==> src/rtl/core/cspal_pkg.sv <==
// Package for the character sequence reverser with palindrome check.
// Holds the store size, counter widths, the queue command and result types.
// Used by every module of the block but cspal_ram; depends on nothing else.
package cspal_pkg;

    localparam int CAPACITY    = 64;
    localparam int ADDR_W      = $clog2(CAPACITY);
    localparam int CNT_W       = $clog2(CAPACITY + 1);
    localparam int CHAR_W      = 8;
    localparam int OUT_CNT_W   = 7;
    localparam int QUEUE_DEPTH = 4;
    localparam int QPTR_W      = $clog2(QUEUE_DEPTH);
    localparam int QCNT_W      = $clog2(QUEUE_DEPTH + 1);

    localparam logic [CNT_W-1:0]  FILL_MAX = CNT_W'(CAPACITY);
    localparam logic [QCNT_W-1:0] Q_FULL   = QCNT_W'(QUEUE_DEPTH);
    localparam logic [CHAR_W-1:0] ASCII_UC_A = 8'h41;
    localparam logic [CHAR_W-1:0] ASCII_UC_Z = 8'h5A;

    typedef struct packed {
        logic [CHAR_W-1:0] ch;
        logic              append;
        logic              close;
    } t_cmd;

    typedef struct packed {
        logic [OUT_CNT_W-1:0] seq_length;
        logic [OUT_CNT_W-1:0] upper_count;
        logic                 is_palindrome;
        logic                 is_final;
        logic                 char_valid;
        logic [CHAR_W-1:0]    out_char;
    } t_result;

    function automatic logic is_upper(input logic [CHAR_W-1:0] c);
        return (c >= ASCII_UC_A) && (c <= ASCII_UC_Z);
    endfunction

endpackage

==> src/rtl/core/cspal_ram.sv <==
// Generic single-write, dual-read RAM with registered read data.
// Width and depth are parameters; no package dependency.
// Used for the character store of the reverser.
module cspal_ram #(
    parameter int WIDTH = 8,
    parameter int DEPTH = 64
) (
    input  logic                     i_clk,
    input  logic                     i_we,
    input  logic [$clog2(DEPTH)-1:0] i_waddr,
    input  logic [WIDTH-1:0]         i_wdata,
    input  logic [$clog2(DEPTH)-1:0] i_raddr_a,
    input  logic [$clog2(DEPTH)-1:0] i_raddr_b,
    output logic [WIDTH-1:0]         o_rdata_a,
    output logic [WIDTH-1:0]         o_rdata_b
);

    logic [WIDTH-1:0] r_mem [DEPTH];
    logic [WIDTH-1:0] r_rdata_a;
    logic [WIDTH-1:0] r_rdata_b;

    always_ff @(posedge i_clk) begin
        if (i_we) begin
            r_mem[i_waddr] <= i_wdata;
        end
        r_rdata_a <= r_mem[i_raddr_a];
        r_rdata_b <= r_mem[i_raddr_b];
    end

    assign o_rdata_a = r_rdata_a;
    assign o_rdata_b = r_rdata_b;

endmodule

==> src/rtl/core/cspal_front.sv <==
// Front end of the reverser: accepts input requests, drops empty ones
// and queues append and close commands for the back end.
// Depends on cspal_pkg.
module cspal_front (
    input  logic                         i_clk,
    input  logic                         i_rst_n,
    input  logic                         i_valid,
    output logic                         o_ready,
    input  logic [cspal_pkg::CHAR_W-1:0] i_char,
    input  logic                         i_present,
    input  logic                         i_end,
    output logic                         o_cmd_valid,
    input  logic                         i_cmd_ready,
    output cspal_pkg::t_cmd              o_cmd
);
    import cspal_pkg::*;

    t_cmd              r_q [QUEUE_DEPTH];
    logic [QPTR_W-1:0] r_wr;
    logic [QPTR_W-1:0] r_rd;
    logic [QCNT_W-1:0] r_count;
    logic [QCNT_W-1:0] n_count;
    logic              push;
    logic              pop;

    assign o_ready     = (r_count != Q_FULL);
    assign push        = i_valid && o_ready && (i_present || i_end);
    assign o_cmd_valid = (r_count != '0);
    assign pop         = o_cmd_valid && i_cmd_ready;
    assign o_cmd       = r_q[r_rd];

    always_comb begin
        n_count = r_count;
        if (push && !pop) begin
            n_count = r_count + QCNT_W'(1);
        end else if (pop && !push) begin
            n_count = r_count - QCNT_W'(1);
        end
    end

    always_ff @(posedge i_clk) begin
        if (push) begin
            r_q[r_wr] <= '{ch: i_char, append: i_present, close: i_end};
        end
    end

    always_ff @(posedge i_clk) begin
        if (!i_rst_n) begin
            r_wr    <= '0;
            r_rd    <= '0;
            r_count <= '0;
        end else begin
            if (push) begin
                r_wr <= r_wr + QPTR_W'(1);
            end
            if (pop) begin
                r_rd <= r_rd + QPTR_W'(1);
            end
            r_count <= n_count;
        end
    end

endmodule

==> src/rtl/core/cspal_back.sv <==
// Back end of the reverser: writes bytes into the store, keeps the counts
// and walks the store backward on close, checking the palindrome as it goes.
// Depends on cspal_pkg and cspal_ram.
module cspal_back (
    input  logic               i_clk,
    input  logic               i_rst_n,
    input  logic               i_cmd_valid,
    output logic               o_cmd_ready,
    input  cspal_pkg::t_cmd    i_cmd,
    output logic               o_valid,
    input  logic               i_ready,
    output cspal_pkg::t_result o_result
);
    import cspal_pkg::*;

    typedef enum logic [1:0] {
        ST_IDLE = 2'b01,
        ST_EMIT = 2'b10
    } t_state;

    t_state            r_state;
    t_state            n_state;
    logic [CNT_W-1:0]  r_fill;
    logic [CNT_W-1:0]  n_fill;
    logic [CNT_W-1:0]  r_upper;
    logic [CNT_W-1:0]  n_upper;
    logic [CNT_W-1:0]  r_len;
    logic [CNT_W-1:0]  n_len;
    logic [CNT_W-1:0]  r_k;
    logic [CNT_W-1:0]  n_k;
    logic              r_dvalid;
    logic              n_dvalid;
    logic              r_match;
    logic              n_match;
    logic              r_out_valid;
    t_result           r_result;
    t_result           n_result;

    logic              we;
    logic [CHAR_W-1:0] rd_fwd;
    logic [CHAR_W-1:0] rd_rev;
    logic              out_free;
    logic              is_last;
    logic              load;
    logic              same;

    assign out_free = !r_out_valid || i_ready;
    assign is_last  = (r_len == '0) || (r_k == r_len - CNT_W'(1));
    assign load     = (r_state == ST_EMIT) && r_dvalid && out_free;
    assign same     = (rd_fwd == rd_rev);
    assign o_cmd_ready = (r_state == ST_IDLE);
    assign we = (r_state == ST_IDLE) && i_cmd_valid && i_cmd.append && (r_fill != FILL_MAX);

    always_comb begin
        n_state  = r_state;
        n_fill   = r_fill;
        n_upper  = r_upper;
        n_len    = r_len;
        n_k      = r_k;
        n_match  = r_match;
        n_result = r_result;
        unique case (r_state)
            ST_IDLE: begin
                if (i_cmd_valid) begin
                    if (we) begin
                        n_fill = r_fill + CNT_W'(1);
                        if (is_upper(i_cmd.ch)) begin
                            n_upper = r_upper + CNT_W'(1);
                        end
                    end
                    if (i_cmd.close) begin
                        n_state = ST_EMIT;
                        n_len   = n_fill;
                        n_k     = '0;
                        n_match = 1'b1;
                    end
                end
            end
            ST_EMIT: begin
                if (load) begin
                    n_k     = r_k + CNT_W'(1);
                    n_match = r_match && same;
                    n_result.out_char      = (r_len == '0) ? '0 : rd_rev;
                    n_result.char_valid    = (r_len != '0);
                    n_result.is_final      = is_last;
                    n_result.is_palindrome = is_last && ((r_len == '0) || (r_match && same));
                    n_result.upper_count   = is_last ? OUT_CNT_W'(r_upper) : '0;
                    n_result.seq_length    = is_last ? OUT_CNT_W'(r_len) : '0;
                    if (is_last) begin
                        n_state = ST_IDLE;
                        n_fill  = '0;
                        n_upper = '0;
                    end
                end
            end
            default: begin
                n_state = ST_IDLE;
            end
        endcase
    end

    assign n_dvalid = (r_state == ST_EMIT) && (n_state == ST_EMIT);

    cspal_ram #(
        .WIDTH(CHAR_W),
        .DEPTH(CAPACITY)
    ) u_store (
        .i_clk    (i_clk),
        .i_we     (we),
        .i_waddr  (r_fill[ADDR_W-1:0]),
        .i_wdata  (i_cmd.ch),
        .i_raddr_a(n_k[ADDR_W-1:0]),
        .i_raddr_b(ADDR_W'(n_len - CNT_W'(1) - n_k)),
        .o_rdata_a(rd_fwd),
        .o_rdata_b(rd_rev)
    );

    always_ff @(posedge i_clk) begin
        r_len    <= n_len;
        r_k      <= n_k;
        r_match  <= n_match;
        r_result <= n_result;
    end

    always_ff @(posedge i_clk) begin
        if (!i_rst_n) begin
            r_state     <= ST_IDLE;
            r_fill      <= '0;
            r_upper     <= '0;
            r_dvalid    <= 1'b0;
            r_out_valid <= 1'b0;
        end else begin
            r_state  <= n_state;
            r_fill   <= n_fill;
            r_upper  <= n_upper;
            r_dvalid <= n_dvalid;
            if (load) begin
                r_out_valid <= 1'b1;
            end else if (i_ready) begin
                r_out_valid <= 1'b0;
            end
        end
    end

    assign o_valid  = r_out_valid;
    assign o_result = r_result;

endmodule

==> src/rtl/core/char_sequence_reverse_palindrome.sv <==
// Top level of the character sequence reverser with palindrome check.
// Joins the front end queue and the back end store walker.
// Depends on cspal_pkg, cspal_front, cspal_back and cspal_ram.
//
//   Group   Dir  tdata                                   tuser         tlast
//   s_axis  in   in_char[7:0]                            char_present  end_of_sequence
//   m_axis  out  out_char[7:0] is_palindrome[8]          char_valid    is_final
//                upper_count[15:9] seq_length[22:16]
//
// Requests are taken while the queue has room; a four-entry queue buffers requests
// while the back end is emitting. A run is emitted one result per cycle while
// the output does not stall; an empty run gives a single result.
// Reset is synchronous and active low; the store holds no reset value.
// Output stalls hold the result register and pause the store walk.
module char_sequence_reverse_palindrome (
    input  logic        i_clk,
    input  logic        i_rst_n,
    input  logic        s_axis_tvalid,
    output logic        s_axis_tready,
    input  logic [7:0]  s_axis_tdata,   // in_char[7:0]
    input  logic        s_axis_tuser,   // char_present
    input  logic        s_axis_tlast,
    output logic        m_axis_tvalid,
    input  logic        m_axis_tready,
    output logic [23:0] m_axis_tdata,   // out_char, is_palindrome, upper_count, seq_length
    output logic        m_axis_tuser,   // char_valid
    output logic        m_axis_tlast
);
    import cspal_pkg::*;

    t_cmd    cmd;
    logic    cmd_valid;
    logic    cmd_ready;
    t_result result;

    cspal_front u_front (
        .i_clk      (i_clk),
        .i_rst_n    (i_rst_n),
        .i_valid    (s_axis_tvalid),
        .o_ready    (s_axis_tready),
        .i_char     (s_axis_tdata),
        .i_present  (s_axis_tuser),
        .i_end      (s_axis_tlast),
        .o_cmd_valid(cmd_valid),
        .i_cmd_ready(cmd_ready),
        .o_cmd      (cmd)
    );

    cspal_back u_back (
        .i_clk      (i_clk),
        .i_rst_n    (i_rst_n),
        .i_cmd_valid(cmd_valid),
        .o_cmd_ready(cmd_ready),
        .i_cmd      (cmd),
        .o_valid    (m_axis_tvalid),
        .i_ready    (m_axis_tready),
        .o_result   (result)
    );

    assign m_axis_tdata = {1'b0, result.seq_length, result.upper_count,
                           result.is_palindrome, result.out_char};
    assign m_axis_tuser = result.char_valid;
    assign m_axis_tlast = result.is_final;

    a_empty_is_final: assert property (@(posedge i_clk) disable iff (!i_rst_n)
        m_axis_tvalid && !m_axis_tuser |-> m_axis_tlast && (m_axis_tdata[22:16] == 7'd0))
        else $error("result without a byte must be the final one of an empty run");

    a_stats_on_final: assert property (@(posedge i_clk) disable iff (!i_rst_n)
        m_axis_tvalid && !m_axis_tlast |-> (m_axis_tdata[22:8] == 15'd0))
        else $error("summary fields set on a non-final result");

    a_length_bound: assert property (@(posedge i_clk) disable iff (!i_rst_n)
        m_axis_tvalid && m_axis_tlast |->
            (m_axis_tdata[22:16] <= 7'(CAPACITY)) &&
            (m_axis_tdata[15:9] <= m_axis_tdata[22:16]))
        else $error("final length or upper-case count out of range");

    a_ready_after_reset: assert property (@(posedge i_clk)
        !i_rst_n |=> s_axis_tready)
        else $error("input not ready after reset");

endmodule

==> config.mk <==
export PLATFORM = sky130hd
export DESIGN_NAME = char_sequence_reverse_palindrome
export DESIGN_NICKNAME = d
export VERILOG_FILES = /design/src/rtl/core/cspal_pkg.sv /design/src/rtl/core/cspal_ram.sv /design/src/rtl/core/cspal_front.sv /design/src/rtl/core/cspal_back.sv /design/src/rtl/core/char_sequence_reverse_palindrome.sv
export SDC_FILE = /design/constraint.sdc
export NUM_CORES = 1
export LEC_CHECK = 0
export BUFFER_PORTS_ARGS = -buffer_cell sky130_fd_sc_hd__buf_2
export CELL_PAD_IN_SITES_DETAIL_PLACEMENT = 0
export CELL_PAD_IN_SITES_GLOBAL_PLACEMENT = 2
export CORE_ASPECT_RATIO = 1.5
export CORE_MARGIN = 3
export CORE_UTILIZATION = 35
export CTS_CLUSTER_DIAMETER = 150
export DETAILED_ROUTE_END_ITERATION = 16
export PLACE_DENSITY_LB_ADDON = 0.1
export SETUP_SLACK_MARGIN = 0.2
export SLEW_MARGIN = 0
export SYNTH_ARGS = -nofsm -noshare
export SYNTH_HDL_FRONTEND = slang
export SYNTH_SLANG_ARGS = --single-unit
==> constraint.sdc <==
create_clock -name i_clk -period 6.3 [get_ports i_clk]
set_input_delay 1.26 -clock i_clk [delete_from_list [all_inputs] [get_ports i_clk]]
set_output_delay 1.26 -clock i_clk [all_outputs]
set_load 0.02 [all_outputs]
# Word-level counts from Yosys, hierarchy flattened

Memories as Yosys holds them, arrays and structs flattened. A register that Yosys moved wholly into a read port is not among the register bits.
Index checks and enable logic that the tools add are counted.

Add/subtract/negate cells: 10
$mul: 0
Divide/modulo/power cells: 0
Order comparisons: 2
Equal/unequal tests: 13
Shift-type cells: 0
Muxes and demuxes: 35
Bitwise logic cells: 0
Reduce and logical (&&, ||, !) cells: 30

Operators with widths:

| cell                | number |
|---|---|
| $mux 7              | 13 |
| $pmux 7 s2          | 3 |
| $add 7x1->7 const B | 3 |
| $logic_and 1x1->1   | 13 |
| $mux 2              | 6 |
| $ne 2x1->1 const B  | 5 |
| $mux 1              | 9 |
| $eq 8x8->1          | 1 |
| $ge 8x7->1 const B  | 1 |
| $le 8x7->1 const B  | 1 |
| $reduce_and 4->1    | 2 |
| $eq 7x7->1          | 1 |
| $logic_not 7->1     | 1 |
| $ne 7x7->1 const B  | 1 |
| $reduce_bool 7->1   | 1 |
| $sub 7x1->7 const B | 1 |
| $mux 3              | 2 |
| $reduce_and 6->1    | 1 |
| $reduce_bool 2->1   | 3 |
| $sub 6x1->6 const B | 1 |
| $sub 6x6->6         | 1 |
| $add 2x1->2 const B | 2 |
| $eq 2x2->1 const B  | 2 |
| $logic_or 1x1->1    | 4 |
| 10 further kinds    | 12 |

Register bits: 65
Bits in latches: 0
Bits in writable memories: 552
Memory bits (read-only): 0
Input port bits: 14
Output and inout bits: 28
Logic and storage cells: 109
Memories: 2

Memory list:

| memory               | depth | bits a word | read ports | clocked after memory_dff | wr ports | RTL line          | RTL |
|---|---|---|---|---|---|---|---|
| u_back.u_store.r_mem | 64    | 8           | 2          | 2                        | 1        | cspal_ram.sv:18   | `logic [WIDTH-1:0] r_mem [DEPTH];` |
| u_front.r_q          | 4     | 10          | 1          | 1                        | 1        | cspal_front.sv:18 | `t_cmd r_q [QUEUE_DEPTH];` |

# Logic depth before layout (Yosys ltp)

Gate-level depths: netlist of the first run.

Depth after elaboration: 10
Mapped depth: 19
Gate-level depth less buffers: 15

# Hierarchy

Synthesis of the first run repeated with hierarchy kept, for this count alone.

Cell total of the unflattened synthesis: 1641
Area total of the unflattened synthesis: 29462.0 µm²

Modules (own cells, without submodules):

| module                           | instances | cells each | area an instance (µm²) | sequential area each (µm²) |
|---|---|---|---|---|
| cspal_ram                        | 1         | 1211       | 24274.5                | 15695.1 |
| cspal_back                       | 1         | 327        | 3228.1                 | 1441.4 |
| cspal_front                      | 1         | 101        | 1948.1                 | 1381.3 |
| char_sequence_reverse_palindrome | 1         | 2          | 11.3                   | 0.0 |

# Least setup slack after synthesis of the first run

Ideal clock, no wire load.

Kind: input port to flip-flop
Start point: input m_axis_tready
End point: register u_back.u_store.r_rdata_b[0], in the netlist u_back.u_store.o_rdata_b[0] (read register of u_back.u_store.r_mem)
Setup time: 0.123 ns
Data arrival time: 5.481 ns
Data required time: 6.177 ns
Setup slack: 0.695 ns
Stages: 14
Buffers on the path: 4
Path through: nand2b_1 > clkbuf_1 > a21boi_0 > o21ai_0 > nand2_1 > clkinv_1 > buf_2 > fa_1 > clkbuf_1 > clkbuf_1 > mux4_2 > mux4_2 > a211oi_1 > a21oi_1

Word-level cells in the longest chain between the ends: 5

Ends and longest elaborated chain:

| what              | RTL line                               | RTL |
|---|---|---|
| start, declared   | char_sequence_reverse_palindrome.sv:24 | `input logic m_axis_tready,` |
| $logic_or 1x1->1  | cspal_back.sv:47                       | `assign out_free = !r_out_valid \|\| i_ready;` |
| $logic_and 1x1->1 | cspal_back.sv:49                       | `assign load = (r_state == ST_EMIT) && r_dvalid && out_free;` |
| $mux 7            | cspal_back.sv:80                       | `if (load) begin` |
| $pmux 7 s2        | cspal_back.sv:62                       | `unique case (r_state)` |
| $sub 6x6->6       | cspal_back.sv:113                      | `.i_raddr_b(ADDR_W'(n_len - CNT_W'(1) - n_k)),` |
| end, declared     | cspal_ram.sv:20                        | `logic [WIDTH-1:0] r_rdata_b;` |

No other way between the ends.
A chain may end at the register's enable or synchronous reset.

# Final worst setup path of the first run

Start point: register u_back.r_fill[0]
End point: register u_back.u_store.r_rdata_b[2], in the netlist u_back.u_store.o_rdata_b[2] (read register of u_back.u_store.r_mem)

Word-level cells in the longest chain between the ends: 8
Elaborated cells between the ends (all ways): 9
Classes of those cells: 3 x add/sub; 1 x eq/ne; 4 x mux; 1 x reduce/logical

Ends and longest elaborated chain:

| what                                                                | RTL line          | RTL |
|---|---|---|
| start, declared                                                     | cspal_back.sv:23  | `logic [CNT_W-1:0] r_fill;` |
| start signal, assigned                                              | cspal_back.sv:134 | `r_fill <= n_fill;` |
| parallel branches: the longest is 2 deep, another holds $add 7x1->7 | --                |  |
| $mux 7 (*)                                                          | cspal_back.sv:65  | `if (we) begin` |
| $mux 7 (*)                                                          | cspal_back.sv:71  | `if (i_cmd.close) begin` |
| $mux 7 (*)                                                          | cspal_back.sv:64  | `if (i_cmd_valid) begin` |
| $mux 7 (*)                                                          | cspal_back.sv:62  |  |
| net u_back.n_len[0]                                                 | cspal_back.sv:28  | `logic [CNT_W-1:0] n_len;` |
| $sub 6x1->6 (*)                                                     | cspal_back.sv:113 |  |
| $sub 6x6->6 (*)                                                     | cspal_back.sv:113 |  |

Mark *: on every way through the listed nets, which the timed path passes.

==> results.md, run 1 <==
- Status: finished, violations left
- Failing checks: max-capacitance violations
- Average vias per placed instance: 5.71
- DRT Pass-1 Iters: 5
- RePlAce Congestion: 0.816
- CTS Buffer Depth: 3
- I/O Buffers: 40
- Crit path buf inv count: 4
- Layout area overhead: 14.1%
- Die area: 0.0882 sq mm
- Area contributors post-synth: edfxtp_1 (59%), mux4_2 (14%), nand2_1 (6.4%)
- Grt total ovfl: 0
- TritonCTS clock tree: yes
- DRT Wirelength: 104000 um
- Post-synth EDFFs: 580
- Max-cap violations: 1
- Height of the die: 362 um
- Reg power frac: 0.362
- Ys Warns: 0
- Net count after synthesis: 2230
- R2r worst-path depth: 15
- H-Tree Depth: 3
- Clk pwr share: 0.293
- Initial Util: 0.354
- Post-synthesis sequential area ratio: 0.625
- Routed Antenna Nets: 0
- Startpoint Class: register
- RSZ-0062 raised after global routing: no
- Origin of the critical flop-to-flop path: u_back.r_fill[0]
- Critical path type: reg -> reg
- WL per Instance: 30.4 um
- Layout Skew: 0.0247 ns
- Core area: 0.0838 sq mm
- Hold Fails Final Rpt: 0
- Initial antenna violation count: 6
- CP Cell Sequence: inv_1 -> ha_1 -> nand3b_1 -> o211a_1 -> xnor2_1 -> buf_4 -> o21ai_0 -> ha_4 -> fa_4 -> buf_12 -> buf_12 -> mux4_2 -> mux4_2 -> a211oi_1 -> a21oi_1
- Num CTS Buffers: 68
- Final worst-path cycle share: 0.875
- Post-Syn Area: 0.0296 sq mm
- Met3 wire len: 5500 um
- HPWL Detailed: 68100 um
- Crit-path slowest cell: fa_4
- Worst hold path endpoint: u_back.r_upper[1]
- Nets: 2286
- Post-synth cell types: 65
- CP Data Arrival Time: 6.00 ns
- Met1 wire length: 39500 um
- Synth Area per Inst: 13.5 sq um
- First-pass GRT wire length: 149000 um
- Worst-path clk slew: 0.07 ns
- Root Buffer: clkbuf_16
- Cells after Synth: 2197
- CP Data Required Time: 6.78 ns
- Fin crit period: 5.51 ns
- Slew headroom: 0.00220
- Final WS setup: 0.786 ns
- Switching share of power: 0.325
- Post-synth top area cell: edfxtp_1
- Crit Path Max Fanout: 24
- Delay of the slowest critical-path stage: 0.92 ns
- Hold buffers post-CTS: 0
- Gr usage total: 0.237
- Power per cell area: 433 mW/mm^2
- Critical path endpoint category: register
- Setup Buffers After CTS: 0
- Hold path cells: 2
- Ratio of cells with drive above 1 in the final layout: 0.195
- DRT iter0 DRCs: 1925
- Synth Register Bits: 635
- FP Rows: 130
- Top layer in use: met5
- Leak: 11.3 nW
- HP Start: u_back.r_upper[1]
- Reg2reg setup slack: 0.79 ns
- F_max: 181 MHz
- Async S/R FF share, synth: 0
- Die width: 244 um
- Number of global-route vias before repair: 19875
- Final Setup Violations: 0
- R2r endpoint: u_back.u_store.o_rdata_b[2]
- Post-CTS sizing: 0
- VDD IR max: 341 uV
- DR WL met2: 55100 um
- Net Sw Power: 4.76 mW
- Top FF cell, synth: edfxtp_1
- Remaining DRCs: 0
- Pint: 9.88 mW
- Sum Neg Setup Slack: 0 ns
- CP top delay family: adder cells
- Slew @ Worst Pin: 1.49 ns
- Logic pwr share: 0.345
- Clk_lat worst skew: 0.63 ns
- Total clock sinks: 635
- Dpl ws: 0.464 ns
- Io pins: 42
- Pin count of the biggest net entering global routing: 125
- Fin. max-slew vios: 0
- Via count: 19599
- Post-synth top area share: 0.588
- Worst Hold Class: reg -> reg
- ANT cells: 0
==> state kept, by name, indices dropped and copies added, names as in the netlist, named ones only <==
name                      count
u_front.r_q                  40
u_back.u_store.o_rdata_a      8
u_back.u_store.r_mem        512
u_front.r_rd                  2
u_back.r_state                2
u_back.r_dvalid               1
u_back.u_store.o_rdata_b      8
u_front.r_count               3
u_back.o_result              25
u_back.r_upper                7
u_back.r_match                1
u_back.r_fill                 7
u_front.r_wr                  2
u_back.r_k                    7
u_back.r_len                  7
u_back.o_valid                1
==> logic make-up (layout without fill, tap and decap cells) <==
group / after synthesis / count (layout) / synth area share
adders and majority gates: 19 / 19 / 0.00853
buffers and inverters: 171 / 283 / 0.0270
other: 1 / 1 / 0.000127
DFF: 635 / 635 / 0.625
xor gates and xnor gates: 32 / 32 / 0.00997
muxes: 199 / 199 / 0.146
AOI/OAI and AO/OA: 128 / 128 / 0.0291
and+or+nand+nor: 1012 / 1012 / 0.154
==> per-stage QoR <==
| step | instance area [sq um] | hold slack, ns | instances | power, mW | utilization |
|---|---|---|---|---|---|
| after floorplan | 29600 | 0.453 | 2197 | 8.57 | - |
| after global placement | 31400 | 0.470 | 3305 | 10.5 | 0.375 |
| after detailed placement | 31400 | 0.476 | 3305 | 10.5 | 0.375 |
| after CTS | 33800 | 0.484 | 3431 | 14.8 | 0.403 |
| after global routing | 33800 | 0.522 | 3431 | 15.2 | 0.403 |
| final | 33800 | 0.490 | 3431 | 14.6 | 0.403 |
==> per-layer routing <==
layer  GRT usage  vias to the layer above
met1       0.287                    10190
met3      0.0273                      182
met4      0.0937                        4
met5           0                        -
met2       0.429                      772
li1            -                     8451
==> Yosys cell counts (all sizes together), types with 3 or more instances <==
cell type and number:
or4 4, nand3b 4, a211oi 9, nor2 103, a22oi 18, edfxtp 580, o21ai 28, nor2b 20
nand2 506, clkbuf 51, ha 17, o211ai 4, a21oi 26, and4 12, xor2 19, inv 25
o21a 4, dfxtp 55, mux2i 13, nand4 70, and2 16, nand2b 3, nand3 240, buf 93
xnor2 12, a31oi 23, and3 5, mux4 186, nor3 8, or3 10, or2 4
==> power groups by stage <==
stage	Clock (mW)	Combinational, mW	Sequential (mW)
2_1_floorplan	0	3.25	5.31
3_3_place_gp	0	5.11	5.38
3_5_place_dp	0	5.14	5.39
4_1_cts	4.39	5.16	5.30
5_1_grt	4.56	5.35	5.31
6_report	4.29	5.05	5.30
==> layout make-up <==
class / instances / area (sq um)
Clock buffer: 83 / 1880
Clock inverter: 43 / 487
Fill cell: 7737 / 50000
Inverter: 27 / 109
Multi-Input combinational cell: 1391 / 10400
Sequential cell: 635 / 18500
Tap cell: 1122 / 1400
Timing Repair Buffer: 130 / 1010
==> cells in the final DEF (no fill, tap or decap), types with 13 or more instances in the layout <==
cell / Yosys / routed
xor2_1: 19 / 19
nand3_1: 240 / 240
a31oi_1: 23 / 23
nor2b_1: 20 / 20
buf_4: 13 / 79
buf_2: 68 / 40
dfxtp_1: 55 / 55
a21oi_1: 26 / 26
clkbuf_16: 0 / 72
o21ai_0: 26 / 26
nand4_1: 70 / 70
clkinv_1: 2 / 15
a22oi_1: 18 / 17
edfxtp_1: 580 / 580
ha_1: 17 / 16
nor2_1: 103 / 101
nand2_1: 506 / 506
mux4_2: 184 / 186
inv_1: 23 / 23
and2_1: 16 / 16
mux2i_1: 13 / 13
==> tightest hold or removal path, cell delays in order (launching register included) <==
cell and delay [ns]:
dfxtp_1 0.33, nand2_1 0.06, a21oi_1 0.05
==> worst max path at each step <==
stage                           startpoint                     endpoint  slack [ns]  cells past startpoint
after CTS                 u_back.r_fill[0]  u_back.u_store.o_rdata_b[2]        0.76                     15
final                     u_back.r_fill[0]  u_back.u_store.o_rdata_b[2]        0.79                     15
after global routing      u_back.r_fill[0]  u_back.u_store.o_rdata_b[2]        0.61                     15
after floorplan              m_axis_tready  u_back.u_store.o_rdata_b[0]        0.70                     14
after global placement       m_axis_tready  u_back.u_store.o_rdata_b[3]        0.44                     13
after detailed placement     m_axis_tready  u_back.u_store.o_rdata_b[2]        0.46                     13
Note: power is estimated with default switching activity, not from simulation.
==> inputs of run 2 (changes only) <==
--- a/config.mk
+++ b/config.mk
@@ -9,8 +9,7 @@
 export CELL_PAD_IN_SITES_DETAIL_PLACEMENT = 0
 export CELL_PAD_IN_SITES_GLOBAL_PLACEMENT = 2
 export CORE_ASPECT_RATIO = 1.5
-export CORE_MARGIN = 3
-export CORE_UTILIZATION = 35
+export CORE_UTILIZATION = 44
 export CTS_CLUSTER_DIAMETER = 150
 export DETAILED_ROUTE_END_ITERATION = 16
 export PLACE_DENSITY_LB_ADDON = 0.1
==> run 2 against run 1 <==
Worst setup slack worse by 0.046 ns. First-iteration DRC count shrank 9.6%. The run now ends clean. Total power fell by 3.5%. Via count fell by 2.1%. Sequential power barely moved. Global-route usage grew 3.5 points. Die area down 22%. Critical path depth shrank 2.
==> results.md, run 2 (synthesis gave the netlist of run 1 again) <==
- Final instance area: 0.0331 sq mm (was 0.0338 sq mm)
- Worst Hold Class: reg -> reg (unchanged)
- Critical path endpoint category: register (unchanged)
- Post-CTS sizing: 0 (unchanged)
- Routed Antenna Nets: 0 (unchanged)
- Fill cells: 5748 (was 7737)
- Critical path type: reg -> reg (unchanged)
- HPWL Detailed: 58500 um (was 68100 um)
- Switching share of power: 0.326 (was 0.325)
- Fin. max-slew vios: 0 (unchanged)
- Final worst-path cycle share: 0.882 (was 0.875)
- Final WS setup: 0.741 ns (was 0.786 ns)
- CP Cell Sequence: buf_4 -> mux4_2 -> o211ai_4 -> a211o_4 -> inv_8 -> ha_4 -> fa_4 -> buf_12 -> buf_12 -> mux4_2 -> mux4_2 -> mux2i_1 -> a21oi_1 (was inv_1 -> ha_1 -> nand3b_1 -> o211a_1 -> xnor2_1 -> buf_4 -> o21ai_0 -> ha_4 -> fa_4 -> buf_12 -> buf_12 -> mux4_2 -> mux4_2 -> a211oi_1 -> a21oi_1)
- TritonCTS clock tree: yes (unchanged)
- Slew headroom: 0.123 (was 0.00220)
- CP Data Arrival Time: 6.08 ns (was 6.00 ns)
- CP Data Required Time: 6.82 ns (was 6.78 ns)
- Placed cell areas: 0.0310 sq mm (was 0.0314 sq mm)
- Number of global-route vias before repair: 18848 (was 19875)
- Setup Buffers After CTS: 0 (unchanged)
- Nets: 2259 (was 2286)
- DRT iter0 DRCs: 1740 (was 1925)
- DRT Pass-1 Iters: 5 (unchanged)
- Leak: 11.1 nW (was 11.3 nW)
- Hold Slack: 0.512 ns (was 0.490 ns)
- Logic pwr share: 0.349 (was 0.345)
- Multi-input logic area: 0.0104 sq mm (unchanged)
- CTS Buffer Depth: 3 (unchanged)
- Hold buffers post-CTS: 0 (unchanged)
- VDD IR max: 407 uV (was 341 uV)
- Crit Path Max Fanout: 32 (was 24)
- Worst-path clk slew: 0.07 ns (about the same)
- Reg power frac: 0.376 (was 0.362)
- Height of the die: 320 um (was 362 um)
- Register Area: 0.0185 sq mm (unchanged)
- Gr usage total: 0.272 (was 0.237)
- Clk_lat worst skew: 0.66 ns (was 0.63 ns)
- Num CTS Buffers: 61 (was 68)
- ANT cells: 0 (unchanged)
- RSZ-0062 raised after global routing: no (unchanged)
- Root Buffer: clkbuf_16 (unchanged)
- Core area: 0.0666 sq mm (was 0.0838 sq mm)
- RePlAce Congestion: 0.866 (was 0.816)
- Max-cap violations: 0 (was 1)
- Pin count of the biggest net entering global routing: 159 (was 125)
- WL per Instance: 28.7 um (was 30.4 um)
- Power per cell area: 427 mW/mm^2 (was 433 mW/mm^2)
- I/O Buffers: 40 (unchanged)
- Slew @ Worst Pin: 1.32 ns (was 1.49 ns)
- Hold Fails Final Rpt: 0 (unchanged)
- Crit-path most repeated cell: mux4_2
- H-Tree Depth: 2 (was 3)
- Crit-path slowest cell: fa_4 (unchanged)
- Remaining DRCs: 0 (unchanged)
- Sum Neg Setup Slack: 0 ns (unchanged)
- Commonest non-fill, non-tap cells in the layout: edfxtp_1 (580), nand2_1 (506), nand3_1 (240) (unchanged)
- Grt total ovfl: 0 (unchanged)
- Status: finished clean (was finished, violations left)
- Die width: 214 um (was 244 um)
- Dpl ws: 0.501 ns (was 0.464 ns)
- Io pins: 42 (unchanged)
- Clk pwr share: 0.276 (was 0.293)
- Average vias per placed instance: 6.06 (was 5.71)
- Die area: 0.0684 sq mm (was 0.0882 sq mm)
- Initial antenna violation count: 2 (was 6)
- Largest reg by FF count: u_back.u_store.r_mem (unchanged)
- Overall power: 14.1 mW (was 14.6 mW)
- Startpoint Class: register (unchanged)
- First-pass GRT wire length: 132000 um (was 149000 um)
- Fin crit period: 5.56 ns (was 5.51 ns)
- Placed cell count: 3048 (was 3305)
- Layout Skew: 0.0151 ns (was 0.0247 ns)
- F_max: 180 MHz (was 181 MHz)
- Net Sw Power: 4.61 mW (was 4.76 mW)
- Flip-flop count of the largest register after layout: 512 (unchanged)
- Delay of the slowest critical-path stage: 0.98 ns (was 0.92 ns)
- Layout area overhead: 11.7% (was 14.1%)
- Post-Layout Cell Count: 3164 (was 3431)
- Commonest non-fill, non-tap cell in the layout: edfxtp_1 (unchanged)
- DRT Wirelength: 90700 um (was 104000 um)
- Total clock sinks: 635 (unchanged)
- FP Rows: 116 (was 130)
- Pint: 9.52 mW (was 9.88 mW)
- Final core area utilization: 0.497 (was 0.403)
- Ratio of cells with drive above 1 in the final layout: 0.187 (was 0.195)
- Via count: 19188 (was 19599)
- Final Setup Violations: 0 (unchanged)
- Initial Util: 0.445 (was 0.354)
## run 2: changes by cell type in the layout (fill, tap and decap cells not counted), moves of 4 or more
cell / before / now
buf_4: 79 / 60
clkbuf_16: 72 / 63
clkinv_1: 15 / 9
clkinvlp_4: 3 / 8
clkinv_4: 0 / 4
## run 2: final timing paths
check,cells past startpoint,startpoint,slack (ns),end
setup reg to reg,13,register,0.74,u_back.u_store.o_rdata_b[4]
setup / recovery,13,register,0.74,u_back.u_store.o_rdata_b[4]
hold reg to reg,2,u_back.r_upper[1],0.51,u_back.r_upper[1]
hold / removal,2,u_back.r_upper[1],0.51,u_back.r_upper[1]
## run 2: final cells by class
cell class              instances  share of cell area
repair buffers                110              0.0257
multi-input cells            1391               0.314
clock inverters                44              0.0146
inverters                      27             0.00329
well taps                     885              0.0335
flip-flops and latches        635               0.560
clock buffers                  72              0.0493
## run 2: power by group through the flow
stage / combinational, mW / sequential [mW] / clock [mW]
3_5_place_dp: 4.97 / 5.40 / 0
2_1_floorplan: 3.25 / 5.31 / 0
5_1_grt: 5.19 / 5.32 / 4.10
3_3_place_gp: 4.91 / 5.39 / 0
4_1_cts: 4.99 / 5.30 / 3.96
6_report: 4.93 / 5.31 / 3.90
## run 2: worst max-delay path: cells and delay by family, from the launching register on
family	cells	cell delay, ns
AOI/OAI and AO/OA	3	0.76
adders and majority gates	2	1.16
buffers and inverters	4	0.89
DFF	1	0.36
muxes	4	2.18
## run 2: routing by layer
layer / vias to the layer above / track usage / wire length, um
li1: 8401 / - / -
met1: 9888 / 0.338 / 34700
met2: 754 / 0.480 / 47600
met3: 143 / 0.0350 / 5010
met4: 2 / 0.0981 / 3410
met5: - / 0 / 13
==> inputs of run 3 (changes only) <==
--- a/config.mk
+++ b/config.mk
@@ -12,7 +12,7 @@
 export CORE_UTILIZATION = 44
 export CTS_CLUSTER_DIAMETER = 150
 export DETAILED_ROUTE_END_ITERATION = 16
-export PLACE_DENSITY_LB_ADDON = 0.1
+export PLACE_DENSITY = 0.84
 export SETUP_SLACK_MARGIN = 0.2
 export SLEW_MARGIN = 0
 export SYNTH_ARGS = -nofsm -noshare
==> run 3 against run 2 <==
Critical path depth decreased by 2. Non-clock buffer count shrank 30. Sequential cell count unchanged. Via count down 0.64%. Global-route usage decreased by 1.4 points. Utilization shrank 0.73 points. Routed wire length down 4.7%. Sequential power is essentially flat. Critical endpoint is now u_back.u_store.o_rdata_b[0]. Highest routed layer unchanged.
==> results.md, run 3 (synthesis gave the netlist of run 1 again) <==
- DRT iter0 DRCs: 2141 (was 1740)
- Critical path endpoint category: register (unchanged)
- CTS Buffer Depth: 3 (unchanged)
- Leak: 10.8 nW (was 11.1 nW)
- F_max: 187 MHz (was 180 MHz)
- Die width: 214 um (unchanged)
- Setup Buffers After CTS: 0 (unchanged)
- Fin. max-slew vios: 0 (unchanged)
- Layout Skew: 0.0275 ns (was 0.0151 ns)
- Startpoint Class: register (unchanged)
- Io pins: 42 (unchanged)
- Worst Hold Class: reg -> reg (unchanged)
- Root Buffer: clkbuf_16 (unchanged)
- Fill cells: 5726 (was 5748)
- Final core area utilization: 0.489 (was 0.497)
- Height of the die: 320 um (unchanged)
- Num CTS Buffers: 58 (was 61)
- HPWL Detailed: 54400 um (was 58500 um)
- Nets: 2226 (was 2259)
- H-Tree Depth: 2 (unchanged)
- Clk pwr share: 0.260 (was 0.276)
- RSZ-0062 raised after global routing: no (unchanged)
- ANT cells: 0 (unchanged)
- Initial Util: 0.445 (unchanged)
- Pin count of the biggest net entering global routing: 167 (was 159)
- Logic pwr share: 0.350 (was 0.349)
- Net Sw Power: 4.38 mW (was 4.61 mW)
- Number of global-route vias before repair: 19036 (was 18848)
- I/O Buffers: 40 (unchanged)
- Commonest non-fill, non-tap cells in the layout: edfxtp_1 (580), nand2_1 (506), nand3_1 (240) (unchanged)
- Hold Fails Final Rpt: 0 (unchanged)
- DRT Wirelength: 86500 um (was 90700 um)
- Post-CTS sizing: 0 (unchanged)
- Hold buffers post-CTS: 0 (unchanged)
- Reg power frac: 0.390 (was 0.376)
- Sum Neg Setup Slack: 0 ns (unchanged)
- Hold Slack: 0.497 ns (was 0.512 ns)
- Max-cap violations: 0 (unchanged)
- Die area: 0.0684 sq mm (unchanged)
- WL per Instance: 27.7 um (was 28.7 um)
- Initial antenna violation count: 1 (was 2)
- Grt total ovfl: 0 (unchanged)
- Layout area overhead: 10.0% (was 11.7%)
- Clk_lat worst skew: 0.65 ns (was 0.66 ns)
- First-pass GRT wire length: 127000 um (was 132000 um)
- Critical path type: reg -> reg (unchanged)
- Average vias per placed instance: 6.10 (was 6.06)
- Flip-flop count of the largest register after layout: 512 (unchanged)
- Routed Antenna Nets: 0 (unchanged)
- CP Data Arrival Time: 5.84 ns (was 6.08 ns)
- Crit Path Max Fanout: 49 (was 32)
- Status: finished clean (unchanged)
- TritonCTS clock tree: yes (unchanged)
- DRT Pass-1 Iters: 7 (was 5)
- CP Data Required Time: 6.79 ns (was 6.82 ns)
- Core area: 0.0666 sq mm (unchanged)
- Power per cell area: 416 mW/mm^2 (was 427 mW/mm^2)
- Slew headroom: 0.156 (was 0.123)
- FP Rows: 116 (unchanged)
- Remaining DRCs: 0 (unchanged)
- Fin crit period: 5.34 ns (was 5.56 ns)
- Total clock sinks: 635 (unchanged)
- Final worst-path cycle share: 0.848 (was 0.882)
- VDD IR max: 299 uV (was 407 uV)
- RePlAce Congestion: 0.858 (was 0.866)
- Slew @ Worst Pin: 1.26 ns (was 1.32 ns)
- Gr usage total: 0.258 (was 0.272)
- Ratio of cells with drive above 1 in the final layout: 0.170 (was 0.187)
- Switching share of power: 0.322 (was 0.326)
- Largest reg by FF count: u_back.u_store.r_mem (unchanged)
- Final Setup Violations: 0 (unchanged)
- Worst-path clk slew: 0.06 ns (was 0.07 ns)
- Via count: 19065 (was 19188)
- Pint: 9.20 mW (was 9.52 mW)
- Commonest non-fill, non-tap cell in the layout: edfxtp_1 (unchanged)
run 3: area by class of cell:
class                      instances  area [sq um]  area share
clock buffer                      73          1590      0.0488
clock inverter                    35           277     0.00848
inverter                          27           109     0.00334
multi-input combinational       1391         10400       0.319
sequential                       635         18500       0.568
tap                              885          1110      0.0340
timing repair buffer              80           613      0.0188
run 3: routing by layer:
| metal | routed length, um | share of wire | GRT usage |
|---|---|---|---|
| met1 | 31200 | 0.36 | 0.305 |
| met2 | 44900 | 0.52 | 0.448 |
| met3 | 5730 | 0.066 | 0.0443 |
| met4 | 4580 | 0.053 | 0.132 |
| met5 | 15 | 0.00017 | 0 |
run 3: stage by stage:
stage,setup slack [ns],power [mW],instances,cell area (sq um)
finish,0.957,13.6,3126,32600
global route,0.658,14.0,3126,32600
CTS,0.946,13.7,3126,32600
detailed placement,0.556,10.2,3018,30700
global placement,0.586,10.1,3018,30700
floorplan,0.695,8.57,2197,29600
run 3: final timing paths:
check,startpoint,to,slack (ns),cells after the start
max,register,u_back.u_store.o_rdata_b[0],0.96,11
min reg2reg,u_back.r_upper[1],u_back.r_upper[1],0.50,2
min,u_back.r_upper[1],u_back.r_upper[1],0.50,2
max reg2reg,register,u_back.u_store.o_rdata_b[0],0.96,11
run 3: power groups by stage:
stage               clock (mW)  combinational [mW]  sequential, mW
floorplan                    0                3.25            5.31
global placement             0                4.70            5.37
detailed placement           0                4.78            5.38
CTS                       3.57                4.79            5.29
global route              3.70                5.02            5.30
finish                    3.53                4.75            5.29
run 3: critical path, cell delays in order (launching register included):
cell	delay (ns)
dfxtp_1	0.39
buf_4	0.24
mux4_2	0.61
nand2_1	0.38
o21ai_0	0.28
ha_4	0.24
fa_4	0.87
buf_12	0.35
mux4_2	0.59
mux4_2	0.55
a211oi_1	0.52
a21oi_1	0.08
